### src/design/acked_delivery_retry_tracker_assert.svh
// Assertion macros for the acked delivery retry tracker.
// Each macro expects signals named clk and rst_n in the scope where it is used.
`ifndef ACKED_DELIVERY_RETRY_TRACKER_ASSERT_SVH
`define ACKED_DELIVERY_RETRY_TRACKER_ASSERT_SVH

// The consequent must hold in the same cycle as the antecedent.
`define ADRT_ASSERT_NOW(lbl, ante, cons) \
    lbl: assert property (@(posedge clk) disable iff (!rst_n) (ante) |-> (cons)) \
        else $error("adrt: same-cycle check failed");

// The consequent must hold in the cycle after the antecedent.
`define ADRT_ASSERT_NEXT(lbl, ante, cons) \
    lbl: assert property (@(posedge clk) disable iff (!rst_n) (ante) |=> (cons)) \
        else $error("adrt: next-cycle check failed");

`endif

### src/design/adrt_pkg.sv
// Shared types and constants for the acked delivery retry tracker.
// No dependencies; every design module imports this package.
package adrt_pkg;

    localparam int unsigned NUM_COUNTERS      = 8;
    localparam int unsigned MAX_ATTEMPT_LIMIT = 8;
    localparam logic [15:0] RETRY_RESET_MS    = 16'd1000;

    // Positions in the event counter bank.
    localparam int unsigned CNT_STARTS    = 0;
    localparam int unsigned CNT_SENDS     = 1;
    localparam int unsigned CNT_RETRIES   = 2;
    localparam int unsigned CNT_DELIVERED = 3;
    localparam int unsigned CNT_EXPIRED   = 4;
    localparam int unsigned CNT_CANCELLED = 5;
    localparam int unsigned CNT_FAILED    = 6;
    localparam int unsigned CNT_INVALID   = 7;

    typedef enum logic [1:0] {
        KIND_BEGIN  = 2'd0,
        KIND_POLL   = 2'd1,
        KIND_ACK    = 2'd2,
        KIND_CANCEL = 2'd3
    } item_kind_t;

    typedef enum logic [2:0] {
        PH_IDLE      = 3'd0,
        PH_WAIT      = 3'd1,
        PH_EXPIRED   = 3'd2,
        PH_FAILED    = 3'd3,
        PH_DELIVERED = 3'd4,
        PH_CANCELLED = 3'd5
    } plan_phase_t;

    typedef enum logic [2:0] {
        ST_OK      = 3'd0,
        ST_ARG     = 3'd1,
        ST_STATE   = 3'd2,
        ST_AUTH    = 3'd3,
        ST_EXPIRED = 3'd4
    } status_code_t;

    typedef enum logic [2:0] {
        EV_NONE      = 3'd0,
        EV_SEND      = 3'd1,
        EV_RETRY     = 3'd2,
        EV_EXPIRED   = 3'd3,
        EV_FAILED    = 3'd4,
        EV_DELIVERED = 3'd5,
        EV_CANCELLED = 3'd6
    } event_code_t;

    typedef struct packed {
        item_kind_t  kind;
        logic [15:0] seq;
        logic [7:0]  attempt_limit;
        logic [63:0] now_ms;
        logic [63:0] deadline;
        logic        authorized;
    } in_item_t;

    // Outcome of one event as decided by the plan logic.
    typedef struct packed {
        status_code_t              status;
        event_code_t               event_res;
        plan_phase_t               plan_state;
        logic [7:0]                attempts_made;
        logic [NUM_COUNTERS-1:0]   bump;
    } plan_dec_t;

    typedef logic [NUM_COUNTERS-1:0][31:0] counter_bank_t;

endpackage

### src/design/acked_delivery_retry_tracker.sv
// Top level of the acked delivery retry tracker: stream ports, input and result registers.
// Depends on adrt_pkg, adrt_plan, adrt_counters and the assertion macro header.
//
//  Channel | Direction | Handshake                      | Payload
//  s_axis  | in        | s_axis_tvalid / s_axis_tready  | tuser: kind; tdata: event fields
//  m_axis  | out       | m_axis_tvalid / m_axis_tready  | tdata: status, plan, counters
//  cfg     | in        | cfg_we, no back-pressure       | cfg_wdata: retry_interval_ms
//
// Each event is held in the input register and evaluated there; when it fires, its result
// is written to the result register and offered from there until it is taken. One event
// per cycle is sustained while m_axis_tready stays high; the only loop is the plan state
// and counter update. Reset (rst_n, asynchronous, active low) clears the plan, the counters
// and both valid flags, and sets the retry interval to 1000 ms. A stalled result holds the
// input register, which in turn drops s_axis_tready.
`include "acked_delivery_retry_tracker_assert.svh"

module acked_delivery_retry_tracker
(
    input  logic         clk,
    input  logic         rst_n,
    // Configuration: retry_interval_ms, written whenever cfg_we is high.
    input  logic         cfg_we,
    input  logic [15:0]  cfg_wdata,
    // Events.
    input  logic         s_axis_tvalid,
    output logic         s_axis_tready,
    // [15:0] seq, [23:16] attempt_limit, [87:24] now_ms, [151:88] deadline,
    // [152] authorized, [159:153] zero.
    input  logic [159:0] s_axis_tdata,
    // [1:0] kind.
    input  logic [1:0]   s_axis_tuser,
    // Results.
    output logic         m_axis_tvalid,
    input  logic         m_axis_tready,
    // [2:0] status, [5:3] event_res, [8:6] plan_state, [16:9] attempts_made,
    // [48:17] count_starts, [80:49] count_sends, [112:81] count_retries,
    // [144:113] count_delivered, [176:145] count_expired, [208:177] count_cancelled,
    // [240:209] count_failed, [272:241] count_invalid, [279:273] zero.
    output logic [279:0] m_axis_tdata
);
    import adrt_pkg::*;

    logic          in_valid_reg;
    in_item_t      in_item_reg;
    logic          out_valid_reg;
    logic [279:0]  out_data_reg;
    logic [15:0]   interval_reg;

    logic          fire;
    in_item_t      in_item_next;
    plan_dec_t     dec;
    counter_bank_t cnt_next;
    logic          wait_bound_ok;
    logic [279:0]  out_data_next;

    // The held event is evaluated as soon as the result register is free or being emptied.
    assign fire          = in_valid_reg && (!out_valid_reg || m_axis_tready);
    // The input register takes a new transaction when it is empty or its event fires now.
    assign s_axis_tready = !in_valid_reg || fire;

    always_comb
    begin
        in_item_next.kind          = item_kind_t'(s_axis_tuser);
        in_item_next.seq           = s_axis_tdata[15:0];
        in_item_next.attempt_limit = s_axis_tdata[23:16];
        in_item_next.now_ms        = s_axis_tdata[87:24];
        in_item_next.deadline      = s_axis_tdata[151:88];
        in_item_next.authorized    = s_axis_tdata[152];
    end

    always_ff @(posedge clk or negedge rst_n)
    begin
        if (!rst_n)
        begin
            interval_reg <= RETRY_RESET_MS;
        end
        else if (cfg_we)
        begin
            interval_reg <= cfg_wdata;
        end
    end

    always_ff @(posedge clk or negedge rst_n)
    begin
        if (!rst_n)
        begin
            in_valid_reg <= 1'b0;
        end
        else if (s_axis_tready)
        begin
            in_valid_reg <= s_axis_tvalid;
        end
    end

    // The event payload itself needs no reset.
    always_ff @(posedge clk)
    begin
        if (s_axis_tready && s_axis_tvalid)
        begin
            in_item_reg <= in_item_next;
        end
    end

    adrt_plan u_plan
    (
        .clk            (clk),
        .rst_n          (rst_n),
        .fire           (fire),
        .item           (in_item_reg),
        .retry_interval (interval_reg),
        .dec            (dec),
        .wait_bound_ok  (wait_bound_ok)
    );

    adrt_counters u_counters
    (
        .clk      (clk),
        .rst_n    (rst_n),
        .fire     (fire),
        .bump     (dec.bump),
        .cnt_next (cnt_next)
    );

    always_comb
    begin
        out_data_next          = '0;
        out_data_next[2:0]     = dec.status;
        out_data_next[5:3]     = dec.event_res;
        out_data_next[8:6]     = dec.plan_state;
        out_data_next[16:9]    = dec.attempts_made;
        out_data_next[48:17]   = cnt_next[CNT_STARTS];
        out_data_next[80:49]   = cnt_next[CNT_SENDS];
        out_data_next[112:81]  = cnt_next[CNT_RETRIES];
        out_data_next[144:113] = cnt_next[CNT_DELIVERED];
        out_data_next[176:145] = cnt_next[CNT_EXPIRED];
        out_data_next[208:177] = cnt_next[CNT_CANCELLED];
        out_data_next[240:209] = cnt_next[CNT_FAILED];
        out_data_next[272:241] = cnt_next[CNT_INVALID];
    end

    always_ff @(posedge clk or negedge rst_n)
    begin
        if (!rst_n)
        begin
            out_valid_reg <= 1'b0;
        end
        else if (fire)
        begin
            out_valid_reg <= 1'b1;
        end
        else if (m_axis_tready)
        begin
            out_valid_reg <= 1'b0;
        end
    end

    always_ff @(posedge clk)
    begin
        if (fire)
        begin
            out_data_reg <= out_data_next;
        end
    end

    assign m_axis_tvalid = out_valid_reg;
    assign m_axis_tdata  = out_data_reg;

    // Every evaluated event leaves a result waiting in the next cycle.
    `ADRT_ASSERT_NEXT(a_fire_gives_result, fire, m_axis_tvalid)
    // An event never moves more than one counter.
    `ADRT_ASSERT_NOW(a_single_bump, fire, $onehot0(dec.bump))
    // While waiting for an acknowledgement the attempts never run past the held limit.
    `ADRT_ASSERT_NOW(a_attempt_bound, 1'b1, wait_bound_ok)
    // A held event that cannot fire must block the input side.
    `ADRT_ASSERT_NOW(a_hold_blocks_input, in_valid_reg && !fire, !s_axis_tready)

endmodule

### src/design/adrt_plan.sv
// Delivery plan state and the per-event decision logic.
// Depends on adrt_pkg.
module adrt_plan
(
    input  logic               clk,
    input  logic               rst_n,
    input  logic               fire,
    input  adrt_pkg::in_item_t item,
    input  logic [15:0]        retry_interval,
    output adrt_pkg::plan_dec_t dec,
    output logic               wait_bound_ok
);
    import adrt_pkg::*;

    plan_phase_t phase_reg, phase_next;
    logic [15:0] active_seq_reg, active_seq_next;
    logic [7:0]  limit_held_reg, limit_held_next;
    logic [7:0]  attempt_count_reg, attempt_count_next;
    logic [63:0] expiry_time_reg, expiry_time_next;
    logic [63:0] due_time_reg, due_time_next;

    logic begin_bad;
    logic expired_now;

    assign begin_bad = (item.seq == 16'd0) || (item.attempt_limit == 8'd0)
                    || (item.attempt_limit > 8'(MAX_ATTEMPT_LIMIT))
                    || !(item.deadline > item.now_ms) || !item.authorized;
    assign expired_now = (item.now_ms >= expiry_time_reg);

    always_comb
    begin
        phase_next         = phase_reg;
        active_seq_next    = active_seq_reg;
        limit_held_next    = limit_held_reg;
        attempt_count_next = attempt_count_reg;
        expiry_time_next   = expiry_time_reg;
        due_time_next      = due_time_reg;
        dec.status         = ST_OK;
        dec.event_res      = EV_NONE;
        dec.bump           = '0;
        case (item.kind)
            KIND_BEGIN:
            begin
                if (phase_reg == PH_WAIT)
                begin
                    dec.status = ST_STATE;
                end
                else if (begin_bad)
                begin
                    // A rejected begin wipes whatever plan was left behind.
                    phase_next              = PH_IDLE;
                    active_seq_next         = '0;
                    limit_held_next         = '0;
                    attempt_count_next      = '0;
                    expiry_time_next        = '0;
                    due_time_next           = '0;
                    dec.bump[CNT_INVALID]   = 1'b1;
                    dec.status              = item.authorized ? ST_ARG : ST_AUTH;
                end
                else
                begin
                    phase_next             = PH_WAIT;
                    active_seq_next        = item.seq;
                    limit_held_next        = item.attempt_limit;
                    attempt_count_next     = '0;
                    expiry_time_next       = item.deadline;
                    due_time_next          = item.now_ms;
                    dec.bump[CNT_STARTS]   = 1'b1;
                end
            end
            KIND_POLL:
            begin
                if (phase_reg != PH_WAIT)
                begin
                    dec.status = ST_STATE;
                end
                else if (expired_now)
                begin
                    phase_next            = PH_EXPIRED;
                    dec.bump[CNT_EXPIRED] = 1'b1;
                    dec.event_res         = EV_EXPIRED;
                end
                else if (item.now_ms < due_time_reg)
                begin
                    // Not yet due: nothing to report.
                end
                else if (attempt_count_reg >= limit_held_reg)
                begin
                    phase_next           = PH_FAILED;
                    dec.bump[CNT_FAILED] = 1'b1;
                    dec.event_res        = EV_FAILED;
                end
                else
                begin
                    attempt_count_next = attempt_count_reg + 8'd1;
                    due_time_next      = item.now_ms + 64'(retry_interval);
                    if (attempt_count_reg == 8'd0)
                    begin
                        dec.bump[CNT_SENDS] = 1'b1;
                        dec.event_res       = EV_SEND;
                    end
                    else
                    begin
                        dec.bump[CNT_RETRIES] = 1'b1;
                        dec.event_res         = EV_RETRY;
                    end
                end
            end
            KIND_ACK:
            begin
                if (item.seq == 16'd0)
                begin
                    dec.bump[CNT_INVALID] = 1'b1;
                    dec.status            = ST_ARG;
                end
                else if (phase_reg != PH_WAIT || item.seq != active_seq_reg)
                begin
                    dec.status = ST_STATE;
                end
                else if (expired_now)
                begin
                    phase_next            = PH_EXPIRED;
                    dec.bump[CNT_EXPIRED] = 1'b1;
                    dec.event_res         = EV_EXPIRED;
                    dec.status            = ST_EXPIRED;
                end
                else if (attempt_count_reg == 8'd0)
                begin
                    dec.status = ST_STATE;
                end
                else
                begin
                    phase_next              = PH_DELIVERED;
                    dec.bump[CNT_DELIVERED] = 1'b1;
                    dec.event_res           = EV_DELIVERED;
                end
            end
            KIND_CANCEL:
            begin
                if (phase_reg != PH_WAIT)
                begin
                    dec.status = ST_STATE;
                end
                else
                begin
                    phase_next              = PH_CANCELLED;
                    due_time_next           = '0;
                    dec.bump[CNT_CANCELLED] = 1'b1;
                    dec.event_res           = EV_CANCELLED;
                end
            end
            default:
            begin
                dec.status = ST_STATE;
            end
        endcase
        dec.plan_state    = phase_next;
        dec.attempts_made = attempt_count_next;
    end

    assign wait_bound_ok = (phase_reg != PH_WAIT) || (attempt_count_reg <= limit_held_reg);

    always_ff @(posedge clk or negedge rst_n)
    begin
        if (!rst_n)
        begin
            phase_reg         <= PH_IDLE;
            active_seq_reg    <= '0;
            limit_held_reg    <= '0;
            attempt_count_reg <= '0;
            expiry_time_reg   <= '0;
            due_time_reg      <= '0;
        end
        else if (fire)
        begin
            phase_reg         <= phase_next;
            active_seq_reg    <= active_seq_next;
            limit_held_reg    <= limit_held_next;
            attempt_count_reg <= attempt_count_next;
            expiry_time_reg   <= expiry_time_next;
            due_time_reg      <= due_time_next;
        end
    end

endmodule

### src/design/adrt_counters.sv
// Bank of eight wrapping 32-bit event counters.
// Depends on adrt_pkg; the updated values are presented for the result register.
module adrt_counters
(
    input  logic                          clk,
    input  logic                          rst_n,
    input  logic                          fire,
    input  logic [adrt_pkg::NUM_COUNTERS-1:0] bump,
    output adrt_pkg::counter_bank_t       cnt_next
);
    import adrt_pkg::*;

    counter_bank_t cnt_reg;

    always_comb
    begin
        for (int i = 0; i < NUM_COUNTERS; i++)
        begin
            cnt_next[i] = cnt_reg[i] + 32'(bump[i]);
        end
    end

    always_ff @(posedge clk or negedge rst_n)
    begin
        if (!rst_n)
        begin
            cnt_reg <= '0;
        end
        else if (fire)
        begin
            cnt_reg <= cnt_next;
        end
    end

endmodule

### config.mk
export PLATFORM = sky130hd
export DESIGN_NAME = acked_delivery_retry_tracker
export DESIGN_NICKNAME = d
export VERILOG_FILES = /design/src/design/adrt_pkg.sv /design/src/design/acked_delivery_retry_tracker.sv /design/src/design/adrt_plan.sv /design/src/design/adrt_counters.sv
export VERILOG_INCLUDE_DIRS = /design/src /design/src/design
export SDC_FILE = /design/constraint.sdc
export NUM_CORES = 2
export LEC_CHECK = 0
export BUFFER_PORTS_ARGS = -buffer_cell sky130_fd_sc_hd__buf_2
export CAP_MARGIN = 20
export CORE_MARGIN = 4
export CORE_UTILIZATION = 40
export CTS_CLUSTER_DIAMETER = 80
export DETAILED_ROUTE_END_ITERATION = 8
export PLACE_DENSITY_LB_ADDON = 0.15
export SLEW_MARGIN = 20
export SYNTH_ARGS = -nofsm -noshare
export SYNTH_HDL_FRONTEND = slang
export SYNTH_SLANG_ARGS = --single-unit
### constraint.sdc
create_clock -name clk -period 27.9 [get_ports clk]
set_input_delay 1.395 -clock clk [delete_from_list [all_inputs] [get_ports clk]]
set_output_delay 1.395 -clock clk [all_outputs]
set_load 0.005 [all_outputs]
Word-level counts from Yosys, hierarchy flattened
Index checks and enable logic that the tools add are counted.
- mux-type cells: 78
- equal/unequal tests: 12
- magnitude comparators: 5
- reduce and logical (&&, ||, !) cells: 22
- add/subtract/negate cells: 10
- bitwise gates (word level): 1
- operator list (kind ; number):
    2-to-1 mux 64 bit ; 8
    adder 32 x 1 -> 32 bit ; 8
    case mux 64 bit (3 select lines) ; 1
    2-to-1 mux 3 bit ; 22
    adder 64 x 16 -> 64 bit ; 1
    greater-or-equal comparator 64 bit ; 1
    greater-than comparator 64 bit ; 1
    < comparator 64 bit ; 1
    2-to-1 mux 8 bit ; 6
    2-to-1 mux 1 bit ; 22
    2-to-1 mux 2 bit ; 11
    case mux 3 bit (3 select lines) ; 2
    logical NOT 16 bit ; 1
    logical NOT 8 bit ; 2
    2-to-1 mux 16 bit ; 1
    inequality test 16 bit ; 1
    case mux 8 bit (2 select lines) ; 1
    inequality test 2 bit, second input constant ; 6
    case mux 3 bit (4 select lines) ; 1
    adder 8 x 1 -> 8 bit, second input constant ; 1
    greater-or-equal comparator 8 bit ; 1
    greater-than comparator 8 x 4 -> 1 bit, second input constant ; 1
    AND reduction 8 bit ; 1
    logical OR 1 bit ; 7
    14 further kinds ; 20
- logic and storage cells: 152
- input port bits: 183
- register bits after elaboration: 865

Longest topological paths before layout
- depth after elaboration: 9
- gate-level depth with buffers: 23
- depth with buffers taken out: 20

Hierarchy
Synthesis repeated with hierarchy kept, for this count alone.
- cells, all modules: 3867
- area total of the unflattened synthesis: 43653.1 µm²
- modules (own cells, without submodules) (module ; times used ; area each (µm²) ; cells an instance):
    adrt_counters ; 1 ; 15387.3 ; 1630
    adrt_plan ; 1 ; 14611.5 ; 1759
    acked_delivery_retry_tracker ; 1 ; 13654.3 ; 478

Worst setup path before layout
No wires, ideal clock.
- path kind: input to register
- from: input m_axis_tready
- to: register out_data_reg[0], in the netlist m_axis_tdata[0] (enable)
- setup slack: 17566 ps
- data required time: 27156 ps
- path buffers: 2
- cell stages on the path: 5
- arrival: 9590 ps
- library setup time: 744 ps
- path through: nand2b_1 -> nand2_1 -> inv_2 -> clkbuf_1 -> clkbuf_1
- word-level cells in the longest chain between the ends: 2
- ends and longest elaborated chain (item ; RTL line ; RTL):
    from (decl) ; acked_delivery_retry_tracker.sv:34 ; input logic m_axis_tready,
    logical OR 1 bit ; acked_delivery_retry_tracker.sv:57 ; assign fire = in_valid_reg && (!out_valid_reg || m_axis_tready);
    logical AND 1 bit ; acked_delivery_retry_tracker.sv:57 ;
    net fire ; acked_delivery_retry_tracker.sv:49 ; logic fire;
    to (signal assigned) ; acked_delivery_retry_tracker.sv:161 ; out_data_reg <= out_data_next;
    to (decl) ; acked_delivery_retry_tracker.sv:46 ; logic [279:0] out_data_reg;
The timed path passes the listed nets, and every way through them passes these cells.
A chain may end at the register's enable or synchronous reset.

Worst setup path after layout
- from: register in_item_reg[86] (netlist bit)
- to: register u_counters.cnt_reg[252] (netlist bit)
- word-level cells in the longest chain between the ends: 8
- ends and longest elaborated chain (item ; RTL line ; RTL):
    from (decl) ; acked_delivery_retry_tracker.sv:44 ; in_item_t in_item_reg;
    from (signal assigned) ; acked_delivery_retry_tracker.sv:100 ; in_item_reg <= in_item_next;
    greater-than comparator 64 bit ; adrt_plan.sv:27 ; || !(item.deadline > item.now_ms) || !item.authorized;
    logical NOT 1 bit ; adrt_plan.sv:27 ;
    logical OR 1 bit (2 in series) ; adrt_plan.sv:27 ;
    2-to-1 mux 1 bit ; adrt_plan.sv:48 ; else if (begin_bad)
    2-to-1 mux 1 bit ; adrt_plan.sv:44 ; if (phase_reg == PH_WAIT)
    case mux 1 bit (2 select lines) ; adrt_plan.sv:41 ; case (item.kind)
    adder 32 x 1 -> 32 bit ; adrt_counters.sv:19 ; cnt_next[i] = cnt_reg[i] + 32'(bump[i]);
    to (signal assigned) ; adrt_counters.sv:31 ; cnt_reg <= cnt_next;
    to (decl) ; adrt_counters.sv:13 ; counter_bank_t cnt_reg;
Every way passes these cells.

==> reports/results.tsv <==
metric	value	unit
hold_fix_buffer_count_after_cts	0	
clkSlewWorstSetupHoldPaths	0.06	ns
timing.critical_path.to_type	flip-flop	
worstPathCellList	clkinv_1 > ha_1 > nand3_1 > nor3_1 > a21boi_0 > or4_1 > o2111ai_1 > a21o_4 > buf_4 > nand3_1 > nand2_1 > ha_1 > ha_1 > and3_1 > nand3_1 > nor4_2 > nand3_1 > or2_2 > nor2_1 > nand3_1 > xnor2_1	
start_util	40.4	%
resized_after_cts	0	
post-route-period-util	25.6	%
grt_setup_unrepaired	no	
cts_tree	built	
final_layout_size_suffix_gt1_share	16.0	%
num_io_pins	465	
viasPerCell	5.10	
wl_per_cell	18.8	µm
hold_start	u_counters.cnt_reg[127]	
cts_max_path_buffers	3	
cp_num_buf_inv	2	
dieArea	112000	µm²
netSwitchingPower	901	µW
post-cts-setup-buffer-count	0	
first_global_vias	28500	
drc	0	
synth_area_per_cell	11.4	µm²
routability_congestion_estimate_from_global_placement	0.821	
reg2reg_from	in_item_reg[86]	
synth.lib_cells_used.distinct	88	
route.vias.total	28994	
status	finished, final reports clean	
finalClockSkew	0.0193	ns
yosys.area.top_type	edfxtp_1	
internal-power	2450	µW
synth.area.top_cells	edfxtp_1, dfrtp_1, ha_1, xnor2_1, xor2_1	
cpMaxStageDelayCell	buf_4	
n_antenna_cell	0	
setup_slack_of_the_most_critical_reg_to_reg_path	20.77	ns
coreArea	106000	µm²
total_leakage_power	0.0219	µW
setup_violations	0	
worst_ep_required_time	28.45	ns
cellPowerDensity	67.3	nW/µm²
ir_worst_vdd	0.0489	mV
worst_pin_slew	1.11	ns
holdPathStages	1	
grt_pass1_wl	166000	µm
die_x	335	µm
htree_num_levels	3	
power_frac_clock	40.2	%
cp_slowest_stage_delay	0.79	ns
fp-row-count	119	
ys_seq_elements	865	
root_buffer	clkbuf_16	
worst-r2r-cell-count	21	
critPathKind	reg -> reg	
fmax	140	MHz
critPathMaxFanout	85	
gr-total-overflow	0	
ant_nets	0	
ys_async_sr_fraction	50.5	%
cts_made_buffers	99	
number_of_synthesized_flops_with_an_enable_pin	428	
yosys_warnings	0	
largest_reg_flops	273	
sequential_fraction_of_the_synthesis_area	55.8	%
regToRegEndpoint	u_counters.cnt_reg[252]	
final_max_slew_viol_count	0	
clkLatencyLatePin	0.68	ns
startpoint_class	flip-flop	
crit_path_frequent_cell	nand3_1	
cap_viol_max_count	0	
fin_setup_tns	0	ns
final.min_clock_period	7.13	ns
firstDrtPassIters	7	
initialDrtViolationCount	1680	
place_hpwl	76400	µm
postSynth.topFlopCell	dfrtp_1	
post-route-util	47.1	%
power.combinational.fraction	14.2	%
floorplan.die.height	335	µm
yosys.area.top_type_share	30.1	%
critPathArrivalTime	7.68	ns
grt_start_max_net_pins	159	
grt_antenna_before_repair	4	
placement.io_buffers	450	
wirelength	107000	µm
mappedNetlistArea	42700	µm²
power.sequential.fraction	45.6	%
post_synth_inst_count	3757	
slew_headroom	25.3	%
synthToLayoutAreaGrowth	16.7	%
hold_path.class	reg -> reg	
netSwitchingFraction	26.9	%
cts_sinks	865	
timing.critical_path.max_delay_family	simple AND/OR/NAND/NOR gates	
hold_viol_final	0	
hold-path-endpoint	u_counters.cnt_reg[127]	
design.final.nets	4630	
grtUsageTotal	18.9	%
worst max-delay path by stage:
stage | start | endpoint | slack, ns | cells past startpoint
after floorplan | m_axis_tready | m_axis_tdata[0] | 17.57 | 5
after global placement | in_item_reg[86] | u_counters.cnt_reg[252] | 20.71 | 21
after detailed placement | in_item_reg[86] | u_counters.cnt_reg[252] | 20.62 | 21
after CTS | in_item_reg[86] | u_counters.cnt_reg[252] | 20.57 | 21
after global routing | in_item_reg[86] | u_counters.cnt_reg[252] | 20.15 | 21
final | in_item_reg[86] | u_counters.cnt_reg[252] | 20.77 | 21
through the flow:
step	std cells	worst slack, ns	area (µm²)	power [µW]	hold slack, ns
finish	5685	20.77	49800	3350	0.481
global route	5685	20.15	49800	3530	0.496
CTS	5685	20.57	49800	3400	0.488
detailed placement	5498	20.62	46400	2030	0.473
global placement	5498	20.71	46400	2020	0.467
floorplan	3763	17.57	42700	1860	0.450
final cells by class:
class	count	area [µm²]
Fill cell	9776	55800
Sequential cell	865	23800
Multi-Input combinational cell	2532	17500
Clock buffer	129	2660
Timing Repair Buffer	476	2470
Tap cell	1391	1740
Inverter	234	886
Clock inverter	58	751
cell usage after synthesis, types with 8 or more instances:
master       n
o21a_1      11
a21oi_1    105
dfrtp_1    431
o31ai_1     12
a21boi_0    10
nand2b_1    11
a221oi_1    10
and3_1      61
edfxtp_1   428
a21o_1      20
mux2i_1     53
o21ai_0     67
nand3_1    145
o2111ai_1    8
and2_1      31
nor3_1      58
a211o_1      9
xnor2_1    279
a221o_1      8
nor4_1      41
or3_1       19
nor2_1     209
and4_1      29
or2_2       10
a311oi_1    12
nand2_1    466
a211oi_1    45
clkbuf_1   102
inv_1      232
buf_1       10
or4_1        9
mux2_2      20
nand4_1     91
xor2_1     231
o22ai_1     70
ha_1       238
mux2_1      10
a31oi_1     18
o211ai_1    12
a22oi_1     15
layer usage:
layer / up-vias / wire length (µm) / GRT usage [%]
met4: 0 / 3350 / 6.45
li1: 14249 / - / -
met3: 141 / 5920 / 3.59
met5: - / 0 / 0
met2: 663 / 49800 / 30.6
met1: 13941 / 48000 / 25.5
power by group through the flow:
stage	Combinational, µW	Clock, µW	Sequential [µW]
after floorplan	317	0	1540
after global placement	475	0	1550
after detailed placement	482	0	1550
after CTS	484	1390	1530
after global routing	545	1440	1540
final	476	1340	1530
layout by cell type, fill, tap and decap left out, types with 12 or more instances in the layout:
cell type,n
xnor2_1,279
clkbuf_16,99
a311oi_1,12
clkinv_2,13
nor4_1,41
nand3_1,145
nand2_1,465
a211oi_1,45
o211ai_1,12
clkinv_1,16
clkbuf_1,23
o22ai_1,70
and4_1,29
o31ai_1,12
o21ai_0,67
dfrtp_1,431
and2_1,30
mux2i_1,53
nor2_1,208
or3_1,19
a22oi_1,15
xor2_1,231
a21o_1,19
nand4_1,91
a21oi_1,105
nor3_1,58
edfxtp_1,428
and3_1,61
a31oi_1,18
bufinv_16,13
mux2_2,20
buf_2,449
buf_4,25
inv_1,231
ha_1,237
logic make-up (layout without fill, tap and decap cells):
logic type	after synthesis	count (layout)	synth area share [%]
other	1	7	0.00879
buffers and inverters	366	897	3.45
AOI/OAI and AO/OA	484	484	7.71
and+or+nand+nor	1208	1208	13.5
adders and majority gates	239	239	7.03
DFF	865	865	55.8
muxes	84	84	2.07
xor gates and xnor gates	510	510	10.5
Note: power is estimated with default switching activity, not from simulation.
